<file path="config.mk">
export PLATFORM = sky130hd
export DESIGN_NAME = ansi_sgr_stripper
export DESIGN_NICKNAME = d
export VERILOG_FILES = /design/src/hw/rtl/asp_pkg.sv /design/src/hw/rtl/asp_parser.sv /design/src/hw/rtl/asp_out_fifo.sv /design/src/hw/rtl/ansi_sgr_stripper.sv
export VERILOG_INCLUDE_DIRS = /design/src /design/src/hw/rtl
export SDC_FILE = /design/constraint.sdc
export NUM_CORES = 1
export LEC_CHECK = 0
export ABC_AREA = 1
export BUFFER_PORTS_ARGS = -buffer_cell sky130_fd_sc_hd__clkbuf_2
export CORE_MARGIN = 4
export CORE_UTILIZATION = 60
export DETAILED_ROUTE_END_ITERATION = 6
export PLACE_DENSITY = 0.85
export SYNTH_ARGS = -nofsm -noshare
export SYNTH_HDL_FRONTEND = slang
export SYNTH_HIERARCHICAL = 1
export SYNTH_SLANG_ARGS = --single-unit
export TNS_END_PERCENT = 5
</file>
<file path="constraint.sdc">
create_clock -name aclk -period 7.95 [get_ports aclk]
set_clock_uncertainty 0.15 [all_clocks]
set_input_delay 0.3975 -clock aclk [delete_from_list [all_inputs] [get_ports aclk]]
set_output_delay 0.3975 -clock aclk [all_outputs]
set_load 0.05 [all_outputs]
</file>
<file path="src/hw/rtl/assert_macros.svh">
// Assertion macros shared by the stripper RTL.
// Included by asp_parser.sv and asp_out_fifo.sv; expects aclk and aresetn in scope.
`ifndef ASSERT_MACROS_SVH
`define ASSERT_MACROS_SVH
`ifndef SYNTHESIS
// Checks prop on every clock edge outside reset.
`define ASP_ASSERT(lbl, prop, msg) \
    lbl: assert property (@(posedge aclk) disable iff (!aresetn) prop) else $error(msg);
// Checks that cons holds in the cycle after ante.
`define ASP_ASSERT_NEXT(lbl, ante, cons, msg) \
    lbl: assert property (@(posedge aclk) disable iff (!aresetn) ante |=> cons) else $error(msg);
`else
`define ASP_ASSERT(lbl, prop, msg)
`define ASP_ASSERT_NEXT(lbl, ante, cons, msg)
`endif
`endif

</file>
<file path="src/hw/rtl/asp_pkg.sv">
// Types and constants for the ANSI SGR stripper.
// No dependencies; imported by every module of the block.
`timescale 1ns / 1ps
`default_nettype none

package asp_pkg;

    // Stream characters
    localparam logic [7:0] CH_ESC      = 8'h1B;
    localparam logic [7:0] CH_LBRACKET = 8'h5B;
    localparam logic [7:0] CH_FINAL    = 8'h6D;
    localparam logic [7:0] CH_SEP      = 8'h3B;
    localparam logic [7:0] CH_DIGIT_LO = 8'h30;
    localparam logic [7:0] CH_DIGIT_HI = 8'h39;

    localparam int PARAM_MAX = 255;
    localparam int PROD_W    = 12;  // 255*10 + 9 fits

    // Result status codes
    localparam logic [1:0] ST_DATA    = 2'd0;
    localparam logic [1:0] ST_RANGE   = 2'd1;
    localparam logic [1:0] ST_BADCHAR = 2'd2;

    // Result queue geometry
    localparam int FIFO_DEPTH = 4;
    localparam int PTR_W      = $clog2(FIFO_DEPTH);
    localparam int CNT_W      = $clog2(FIFO_DEPTH + 1);

    // APB register map
    localparam int APB_ADDR_W = 3;
    localparam int APB_DATA_W = 32;
    localparam logic REG_IDX_IGNORE = 1'b0;

    typedef enum logic [1:0] {
        MODE_TEXT = 2'd0,
        MODE_ESC  = 2'd1,
        MODE_SEQ  = 2'd2
    } mode_t;

    typedef struct packed {
        logic [7:0] out_byte;
        logic [1:0] status;
        logic       last;
    } result_t;

    // Up to two results produced by one input beat
    typedef struct packed {
        logic [1:0] num;
        result_t    r0;
        result_t    r1;
    } push_t;

endpackage

`default_nettype wire

</file>
<file path="src/hw/rtl/asp_parser.sv">
// Escape sequence parser: state registers plus per-beat result generation.
// Depends on asp_pkg and assert_macros.svh.
`timescale 1ns / 1ps
`default_nettype none
`include "assert_macros.svh"

module asp_parser (
    input  wire logic          aclk,
    input  wire logic          aresetn,
    input  wire logic          accept,
    input  wire logic [7:0]    in_byte,
    input  wire logic          ignore_errors,
    output asp_pkg::push_t     push
);
    import asp_pkg::*;

    mode_t              mode_reg,   mode_next;
    logic [7:0]         param_reg,  param_next;
    logic               halted_reg, halted_next;

    logic               is_digit, is_sep, is_final, is_esc, is_lbr, bad_char;
    logic [3:0]         digit;
    logic [PROD_W-1:0]  prod;
    logic               overflow;

    assign is_digit = (in_byte >= CH_DIGIT_LO) && (in_byte <= CH_DIGIT_HI);
    assign is_sep   = (in_byte == CH_SEP);
    assign is_final = (in_byte == CH_FINAL);
    assign is_esc   = (in_byte == CH_ESC);
    assign is_lbr   = (in_byte == CH_LBRACKET);
    assign bad_char = !is_digit && !is_sep && !is_final;
    assign digit    = 4'(in_byte - CH_DIGIT_LO);

    // param*10 + digit as (p<<3) + (p<<1) + d
    assign prod = {1'b0, param_reg, 3'b000} + {3'b000, param_reg, 1'b0}
                + {8'h00, digit};
    assign overflow = (prod > PROD_W'(PARAM_MAX));

    always_ff @(posedge aclk) begin
        if (!aresetn) begin
            mode_reg   <= MODE_TEXT;
            param_reg  <= '0;
            halted_reg <= 1'b0;
        end else begin
            mode_reg   <= mode_next;
            param_reg  <= param_next;
            halted_reg <= halted_next;
        end
    end

    // Next state
    always_comb begin
        mode_next   = mode_reg;
        param_next  = param_reg;
        halted_next = halted_reg;
        if (accept && !halted_reg) begin
            unique case (mode_reg)
                MODE_ESC: begin
                    if (is_lbr) begin
                        mode_next  = MODE_SEQ;
                        param_next = '0;
                    end else begin
                        mode_next = MODE_TEXT;
                    end
                end
                MODE_SEQ: begin
                    priority if (is_digit && !overflow) begin
                        param_next = prod[7:0];
                    end else if (is_sep) begin
                        param_next = '0;
                    end else if (is_final) begin
                        mode_next  = MODE_TEXT;
                        param_next = '0;
                    end else begin
                        // overflowing digit or bad character
                        mode_next   = MODE_TEXT;
                        param_next  = '0;
                        halted_next = !ignore_errors;
                    end
                end
                default: begin
                    mode_next = is_esc ? MODE_ESC : MODE_TEXT;
                end
            endcase
        end
    end

    // Results for this beat
    always_comb begin
        push = '0;
        if (accept && !halted_reg) begin
            unique case (mode_reg)
                MODE_ESC: begin
                    if (!is_lbr) begin
                        push.num = 2'd2;
                        push.r0  = '{out_byte: CH_ESC,  status: ST_DATA, last: 1'b0};
                        push.r1  = '{out_byte: in_byte, status: ST_DATA, last: 1'b1};
                    end
                end
                MODE_SEQ: begin
                    if (!ignore_errors) begin
                        if (is_digit && overflow) begin
                            push.num = 2'd1;
                            push.r0  = '{out_byte: 8'h00, status: ST_RANGE, last: 1'b1};
                        end else if (bad_char) begin
                            push.num = 2'd1;
                            push.r0  = '{out_byte: 8'h00, status: ST_BADCHAR, last: 1'b1};
                        end
                    end
                end
                default: begin
                    if (!is_esc) begin
                        push.num = 2'd1;
                        push.r0  = '{out_byte: in_byte, status: ST_DATA, last: 1'b1};
                    end
                end
            endcase
        end
    end

    `ASP_ASSERT_NEXT(a_halt_sticky, halted_reg, halted_reg, "halt cleared without reset")
    `ASP_ASSERT(a_halt_silent, !halted_reg || (push.num == 2'd0), "result while halted")

endmodule

`default_nettype wire

</file>
<file path="src/hw/rtl/asp_out_fifo.sv">
// Result queue: takes up to two results per cycle, emits one per cycle while m_ready is high.
// Depends on asp_pkg and assert_macros.svh.
`timescale 1ns / 1ps
`default_nettype none
`include "assert_macros.svh"

module asp_out_fifo (
    input  wire logic          aclk,
    input  wire logic          aresetn,
    input  wire asp_pkg::push_t push,
    output logic               space_ok,
    output logic               m_valid,
    input  wire logic          m_ready,
    output asp_pkg::result_t   m_data
);
    import asp_pkg::*;

    result_t            entries_reg [FIFO_DEPTH];
    logic [PTR_W-1:0]   wr_ptr_reg, wr_ptr_next;
    logic [PTR_W-1:0]   rd_ptr_reg, rd_ptr_next;
    logic [CNT_W-1:0]   count_reg,  count_next;
    logic               pop;

    assign m_valid  = (count_reg != '0);
    assign m_data   = entries_reg[rd_ptr_reg];
    assign pop      = m_valid && m_ready;
    // room for the worst case of two results
    assign space_ok = (count_reg <= CNT_W'(FIFO_DEPTH - 2));

    always_comb begin
        wr_ptr_next = wr_ptr_reg + PTR_W'(push.num);
        rd_ptr_next = rd_ptr_reg + PTR_W'(pop);
        count_next  = count_reg + CNT_W'(push.num) - CNT_W'(pop);
    end

    always_ff @(posedge aclk) begin
        if (!aresetn) begin
            wr_ptr_reg <= '0;
            rd_ptr_reg <= '0;
            count_reg  <= '0;
        end else begin
            wr_ptr_reg <= wr_ptr_next;
            rd_ptr_reg <= rd_ptr_next;
            count_reg  <= count_next;
        end
    end

    always_ff @(posedge aclk) begin
        if (push.num != 2'd0) begin
            entries_reg[wr_ptr_reg] <= push.r0;
        end
        if (push.num == 2'd2) begin
            entries_reg[wr_ptr_reg + PTR_W'(1)] <= push.r1;
        end
    end

    `ASP_ASSERT(a_no_overfill,
                (push.num == 2'd0) || (count_reg <= CNT_W'(FIFO_DEPTH - 2)),
                "push without room")
    `ASP_ASSERT_NEXT(a_pop_count, pop && (push.num == 2'd0),
                     count_reg == $past(count_reg) - CNT_W'(1), "pop count")

endmodule

`default_nettype wire

</file>
<file path="src/hw/rtl/ansi_sgr_stripper.sv">
// Top level of the ANSI SGR stripper: APB register, parser and result queue.
// Depends on asp_pkg, asp_parser and asp_out_fifo.
//
//   channel | direction | handshake        | payload
//   --------+-----------+------------------+---------------------------------
//   s_      | in        | s_valid/s_ready  | s_in_byte[7:0]
//   m_      | out       | m_valid/m_ready  | m_out_byte[7:0] m_status[1:0] m_last
//   apb     | in        | psel/penable     | paddr[2:0] pwdata/prdata[31:0]
//
// One input beat per cycle while s_ready is high; the parser updates its state in
// the same cycle the beat is accepted and pushes zero, one or two results into a
// 4-deep queue. Results leave one per cycle while m_ready is high, so ESC plus a
// non-'[' byte yields two results. s_ready drops only while fewer than two queue
// slots are free (i.e. when the output side stalls). Synchronous active-low reset
// clears the parser, the queue and ignore_errors; no clearing pass is needed.
// Register 0 (byte address 0): bit 0 = ignore_errors.
`timescale 1ns / 1ps
`default_nettype none

module ansi_sgr_stripper (
    input  wire logic                          aclk,
    input  wire logic                          aresetn,
    // input byte stream
    input  wire logic                          s_valid,
    output logic                               s_ready,
    input  wire logic [7:0]                    s_in_byte,
    // result stream
    output logic                               m_valid,
    input  wire logic                          m_ready,
    output logic [7:0]                         m_out_byte,
    output logic [1:0]                         m_status,
    output logic                               m_last,
    // APB config port
    input  wire logic                          psel,
    input  wire logic                          penable,
    input  wire logic                          pwrite,
    input  wire logic [asp_pkg::APB_ADDR_W-1:0] paddr,
    input  wire logic [asp_pkg::APB_DATA_W-1:0] pwdata,
    output logic [asp_pkg::APB_DATA_W-1:0]     prdata,
    output logic                               pready
);
    import asp_pkg::*;

    logic       ignore_reg;
    logic       accept;
    logic       reg_hit;
    push_t      push;
    result_t    m_data;

    // ---- config register ----
    assign pready  = 1'b1;
    assign reg_hit = (paddr[APB_ADDR_W-1] == REG_IDX_IGNORE);  // word index

    always_ff @(posedge aclk) begin
        if (!aresetn) begin
            ignore_reg <= 1'b0;
        end else if (psel && penable && pwrite && pready && reg_hit) begin
            ignore_reg <= pwdata[0];
        end
    end

    assign prdata = reg_hit ? {{(APB_DATA_W-1){1'b0}}, ignore_reg} : '0;

    // ---- input beat ----
    assign accept = s_valid && s_ready;

    asp_parser u_parser (
        .aclk          (aclk),
        .aresetn       (aresetn),
        .accept        (accept),
        .in_byte       (s_in_byte),
        .ignore_errors (ignore_reg),
        .push          (push)
    );

    // ---- result queue ----
    asp_out_fifo u_fifo (
        .aclk     (aclk),
        .aresetn  (aresetn),
        .push     (push),
        .space_ok (s_ready),
        .m_valid  (m_valid),
        .m_ready  (m_ready),
        .m_data   (m_data)
    );

    assign m_out_byte = m_data.out_byte;
    assign m_status   = m_data.status;
    assign m_last     = m_data.last;

endmodule

`default_nettype wire

</file>
==> flow_summary_export.csv, run 1 <==
group,metric,value,unit
synthesis,avgSynthCellArea,7.97,µm²
synthesis,seq_area_frac_synth,37.6,%
pwr,p_leak,2.09,nW
cts,cts_buffer_depth,2,
layout,layout.nets,664,
drt,routed_wl,9370,µm
cts,ctsHoldBuffers,0,
floorplan,die_w,94.8,µm
run,drv_cap,0,
synthesis,synthCells,567,
grt,grt_pass1_vias,3316,
grt,grt_max_degree,27,
placement,io_buffers,30,
layout,final_layout_size_suffix_gt1_share,16.9,%
worst_setup_path,worstPathRequired,7.85,ns
grt,grt_pass1_wl,14800,µm
floorplan,die_area,8990,µm²
sta,fin_ws,3.33,ns
run_status,status,"finished, final reports clean",
sta,relSlewSlack,33.6,%
cts,cts_tree,"done",
sta,tightestPinTransition,0.991,ns
layout,multi_input_area,2250,µm²
drt,antenna_left,0,
pwr,pwr_density_cell,265,nW/µm²
synthesis,synth_cell_types,40,
cts,htree_levels,3,
grt,gr-total-overflow,0,
layout,largest_reg_flops,44,
sta,hold_viol,0,
drt,vias_per_cell,5.29,
sta,rsz0062_at_grt,"no",
layout,seqCellArea,1700,µm²
worst_setup_path,cp-start-kind,"register",
placement,place_ws,3.09,ns
pwr,irDropWorstVdd,0.000115,V
placement,dp_cells,679,
floorplan,fp.dieH,94.8,µm
sta,slew_viol_final,0,
drt,vias,3674,
hold_path,worstHoldPathType,"input port to register",
sta,setup_viol,0,
worst_setup_path,critPathSlowestCell,"a31oi_1",
floorplan,coreArea,7290,µm²
placement,gp_congestion,0.898,
cts,cts_buffers,9,
cts,cts_resized,0,
synthesis,yosys_warnings,6,
drt,routedWlPerCell,13.5,µm
grt,grt_use_total,21.4,%
sta,tns,0,ns
placement,dpl.hpwl,6750,µm
synthesis,yosys_register_bits,63,
synthesis,netlist_area,4520,µm²
synthesis,synthArstFlopShare,0,%
cts,post_cts_buffers,0,
layout,fin_cells,695,
synthesis,synth-main-ff-cell,"edfxtp_1",
layout,fill_cells,616,
cts,path_clk_slew,0.07,ns
sta,max_freq,0.216,GHz
worst_setup_path,crit_chain,"inv_1, fa_1, fa_1, inv_1, nand2_1, nand2_1, nand3_1, nand2_1, nand2_1, nand2_1, nor2_2, nand2_2, nand3_1, a31oi_1, nor2_1, o31ai_1, buf_4",
grt,antenna_found_initial,0,
worst_setup_path,critPathKind,"register to register",
sta,post-route-min-period,4.62,ns
drt,dr.pass1.iters,5,
worst_setup_path,cp-end-kind,"register",
floorplan,placementRows,31,
layout,area_delta_synth_final,4.93,%
floorplan,start_util,62.0,%
worst_setup_path,slowest_delay,0.73,ns
worst_setup_path,cpMostUsedCell,"nand2_1",
cts,cts_sinks,63,
cts,clk_latency,0.34,ns
worst_setup_path,critPathArrivalTime,4.52,ns
cts,clockRootBuffer,"clkbuf_8",
sta,fin_crit_sh,58.1,%
drt,drc_errors,0,
worst_setup_path,cp_max_fo,9,
drt,drt-initial-drc-count,239,
layout,antenna_cells,0,
synthesis,synth-edff-count,44,
floorplan,ios,96,
## cell families after synthesis
logic type,share of synthesized area (%)
AND/OR/NAND/NOR,23.9
other,0.249
adder cells (fa/ha/maj),6.86
XOR/XNOR,1.16
AO/OA/AOI/OAI,15.0
flip-flops,37.6
buffers and inverters,15.2
## layer usage
metal | global-route usage (%) | wire length (µm)
met5 | 0 | 0
met2 | 38.8 | 4870
met4 | 11.1 | 191
met3 | 3.11 | 645
met1 | 24.3 | 3660
## critical path: cells and delay by family (launching register included)
| family | cells | cell delay, ns |
|---|---|---|
| AOI/OAI and AO/OA | 2 | 1.37 |
| adders and majority gates | 2 | 0.97 |
| buffers and inverters | 3 | 0.47 |
| DFF | 1 | 0.37 |
| and+or+nand+nor | 10 | 0.97 |
## layout by cell type (no fill, tap or decap), types with 4 or more instances in the layout
| master | n |
|---|---|
| o21ai_2 | 26 |
| o21ai_0 | 29 |
| nor3_1 | 7 |
| a21oi_1 | 16 |
| nand2_1 | 119 |
| conb_1 | 34 |
| clkbuf_8 | 9 |
| nand4_1 | 10 |
| inv_1 | 74 |
| o21ai_1 | 19 |
| nor2_1 | 62 |
| edfxtp_1 | 44 |
| ha_1 | 20 |
| clkbuf_2 | 30 |
| buf_4 | 4 |
| dfxtp_1 | 19 |
| nand3_2 | 7 |
| o31ai_1 | 4 |
| o22ai_1 | 11 |
| nand3_1 | 15 |
## stage by stage
| step | area, µm² | utilization (%) | hold WS (ns) | total power [mW] |
|---|---|---|---|---|
| 2_1_floorplan | 4640 | - | 0.311 | 0.892 |
| 3_3_place_gp | 4550 | 62.4 | 0.333 | 0.967 |
| 3_5_place_dp | 4550 | 62.4 | 0.342 | 0.986 |
| 4_1_cts | 4740 | 65.0 | 0.213 | 1.26 |
| 5_1_grt | 4740 | 65.0 | 0.227 | 1.33 |
| 6_report | 4740 | 65.0 | 0.230 | 1.26 |
## power breakdown
| part | switching [mW] | total (mW) | internal, mW |
|---|---|---|---|
| clock network | 0.131 | 0.275 | 0.145 |
| registers | 0.0343 | 0.452 | 0.418 |
| logic | 0.397 | 0.530 | 0.133 |
## synthesized netlist by cell type, types with 8 or more instances
cell / instances / area [µm²]
edfxtp_1: 44 / 1320
o21ai_1: 19 / 95.1
nor2_1: 62 / 233
o21ai_2: 26 / 228
inv_1: 74 / 278
a21oi_1: 16 / 80.1
o21ai_0: 29 / 145
dfxtp_1: 19 / 380
o22ai_1: 11 / 68.8
buf_6: 8 / 90.1
nand4_1: 10 / 62.6
nand3_1: 15 / 75.1
ha_1: 20 / 250
buf_4: 35 / 263
nand2_1: 119 / 447
## final timing paths
kind | cells past startpoint | startpoint | slack, ns | to
max | 17 | u_parser/param_reg[2]$_SDFFE_PN0P_ | 3.33 | u_fifo/entries_reg[0][7]$_DFFE_PP_
min | 3 | m_ready | 0.23 | u_fifo/rd_ptr_reg[0]$_SDFF_PN0_
max reg2reg | 17 | u_parser/param_reg[2]$_SDFFE_PN0P_ | 3.33 | u_fifo/entries_reg[0][7]$_DFFE_PP_
min reg2reg | 2 | u_parser/param_reg[0]$_SDFFE_PN0P_ | 0.35 | u_parser/param_reg[0]$_SDFFE_PN0P_
## final cells by class
type	count	share of cell area [%]
repair buffers	34	3.80
inverters	77	6.15
multi-input cells	406	47.4
clock buffers	9	2.61
flip-flops and latches	63	35.9
well taps	99	2.61
clock inverters	7	1.53
Power figures use the tool's default switching activity.
==> run 2: changes to the inputs <==
--- a/config.mk
+++ b/config.mk
@@ -9,9 +9,9 @@
 export ABC_AREA = 1
 export BUFFER_PORTS_ARGS = -buffer_cell sky130_fd_sc_hd__clkbuf_2
 export CORE_MARGIN = 4
-export CORE_UTILIZATION = 60
+export CORE_UTILIZATION = 56
 export DETAILED_ROUTE_END_ITERATION = 6
-export PLACE_DENSITY = 0.85
+export PLACE_DENSITY = 0.8
 export SYNTH_ARGS = -nofsm -noshare
 export SYNTH_HDL_FRONTEND = slang
 export SYNTH_HIERARCHICAL = 1
==> constraint.sdc (replaced) <==
create_clock -name aclk -period 4.6 [get_ports aclk]
set_clock_uncertainty 0.15 [all_clocks]
set_input_delay 0.23 -clock aclk [delete_from_list [all_inputs] [get_ports aclk]]
set_output_delay 0.23 -clock aclk [all_outputs]
set_load 0.05 [all_outputs]
==> flow_summary_export.csv, run 2 (synthesis gave the netlist of run 1 again) <==
group,metric,value,unit
run_status,status,"finished, final reports clean",
worst_setup_path,reg2reg_from,"u_parser/param_reg[0]$_SDFFE_PN0P_",
cts,path_clk_slew,0.07,ns
drt,drt-initial-drc-count,182,
worst_setup_path,critPathKind,"register to register",
pwr,irDropWorstVdd,0.000164,V
cts,cts_tree,"done",
hold_path,worstHoldPathType,"input port to register",
cts,clockRootBuffer,"clkbuf_8",
grt,grt_use_total,19.6,%
pwr,pwr_density_cell,450,nW/µm²
cts,cts_buffers,9,
layout,postLayoutCoreUtil,61.2,%
pwr,pwr-share-seq,35.5,%
cts,post_cts_buffers,0,
floorplan,die_area,9570,µm²
sta,rsz0062_at_grt,"no",
worst_setup_path,slowest_delay,0.52,ns
pwr,clkPwrFrac,20.9,%
floorplan,fp.dieH,97.8,µm
floorplan,die_w,97.8,µm
pwr,p_sw_share,43.9,%
run,drv_cap,0,
layout,multi_input_area,2250,µm²
worst_setup_path,cp_max_fo,23,
placement,gp_congestion,0.869,
worst_setup_path,cp-start-kind,"register",
cts,ctsHoldBuffers,0,
floorplan,ios,96,
grt,grt_pass1_vias,3465,
layout,final_layout_size_suffix_gt1_share,17.3,%
layout,seqCellArea,1700,µm²
sta,fin_crit_sh,83.0,%
worst_setup_path,cp-end-kind,"register",
hold_path,holdCritStartpoint,"pwdata[0]",
floorplan,placementRows,32,
drt,routedWlPerCell,13.0,µm
sta,tns,0,ns
sta,setup_viol,0,
pwr,finalPower,2.15,mW
floorplan,coreArea,7810,µm²
grt,antenna_found_initial,0,
grt,gr-total-overflow,0,
pwr,p_sw,0.944,mW
floorplan,start_util,57.9,%
worst_setup_path,critPathSlowestCell,"fa_1",
layout,fill_cells,665,
cts,cts_resized,0,
placement,dp_cells,688,
sta,whs,0.0662,ns
cts,cts_sinks,63,
placement,dpl.hpwl,6880,µm
worst_setup_path,worstPathRequired,4.49,ns
cts,htree_levels,3,
placement,io_buffers,30,
drt,drc_errors,0,
sta,slew_viol_final,0,
grt,grt_max_degree,26,
layout,antenna_cells,0,
cts,cts_buffer_depth,2,
pwr,internal_power,1.21,mW
layout,area_delta_synth_final,5.65,%
sta,max_freq,0.262,GHz
drt,antenna_left,0,
pwr,comb_power_share,43.6,%
sta,tightestPinTransition,0.623,ns
layout,layout.nets,670,
drt,vias,3649,
cts,clk_latency,0.34,ns
worst_setup_path,critPathArrivalTime,3.70,ns
drt,routed_wl,9170,µm
layout,largest_reg_flops,44,
worst_setup_path,critPathLaunch,"u_parser/param_reg[0]$_SDFFE_PN0P_",
sta,post-route-min-period,3.82,ns
sta,hold_viol,0,
layout,fin_cells,704,
drt,dr.pass1.iters,4,
layout,final_common_cell,"nand2_1",
grt,grt_pass1_wl,15300,µm
pwr,p_leak,2.12,nW
layout,layout.cells.most_common_list,"nand2_1, inv_1, nor2_1",
worst_setup_path,crit_chain,"inv_1, fa_1, fa_1, inv_1, nand2_1, nand2_1, nand3_2, nand3_1, nand2_1, nor2_2, nand2_2, nand3_1, a31oi_1, buf_4, nor2_8, nand3_2, buf_4, o31ai_1, buf_4",
sta,relSlewSlack,58.4,%
drt,vias_per_cell,5.18,
-- run 2: cell types whose count changed in the layout (fill, tap and decap cells not counted) --
| cell | change |
|---|---|
| clkinv_1 | +1 |
| clkinvlp_4 | -2 |
| clkbuf_1 | +2 |
| buf_4 | +6 |
| clkinv_4 | -1 |
| inv_6 | -1 |
| clkinv_2 | +1 |
-- run 2: per-layer routing --
layer	global-route usage (%)	share of wire [%]	up-vias
met2	33.8	51	107
li1	-	-	1857
met5	0	0	-
met4	8.73	1.2	0
met3	4.36	6.9	9
met1	23.4	41	1676
-- run 2: path summary, 6_finish.rpt --
check                           slack [ns]                                  to  cells after the start
worst max-delay path                  0.78  u_fifo/entries_reg[3][1]$_DFFE_PP_                     19
worst min register to register        0.35  u_parser/param_reg[6]$_SDFFE_PN0P_                      2
worst max register to register        0.78  u_fifo/entries_reg[3][1]$_DFFE_PP_                     19
worst min-delay path                  0.07             ignore_reg$_SDFFE_PN0P_                      5
-- run 2: area by class of cell --
type,instances,area share (%)
multi-input combinational,406,47.1
sequential,63,35.6
inverter,77,6.10
timing repair buffer,40,4.72
clock buffer,11,2.75
tap,102,2.67
clock inverter,5,1.02
-- run 2: per-stage QoR --
stage	setup WS, ns	cell area (µm²)
after CTS	0.772	4780
after global routing	0.470	4780
after global placement	0.836	4600
after detailed placement	0.747	4600
final	0.783	4780
after floorplan	0.513	4640
-- run 2: power by group through the flow --
stage | clock (mW) | combinational, mW | sequential, mW
after CTS | 0.457 | 0.941 | 0.764
after global routing | 0.482 | 1.03 | 0.774
after floorplan | 0 | 0.779 | 0.763
after detailed placement | 0 | 0.938 | 0.776
final | 0.448 | 0.937 | 0.764
after global placement | 0 | 0.913 | 0.772
-- run 2: critical path: cells and delay by family, from the launching register on --
kind / cells / cell delay, ns
fa+ha+maj: 2 / 1.00
simple gates: 10 / 1.00
buf+inv: 5 / 0.81
compound gates: 2 / 0.18
flops: 1 / 0.37
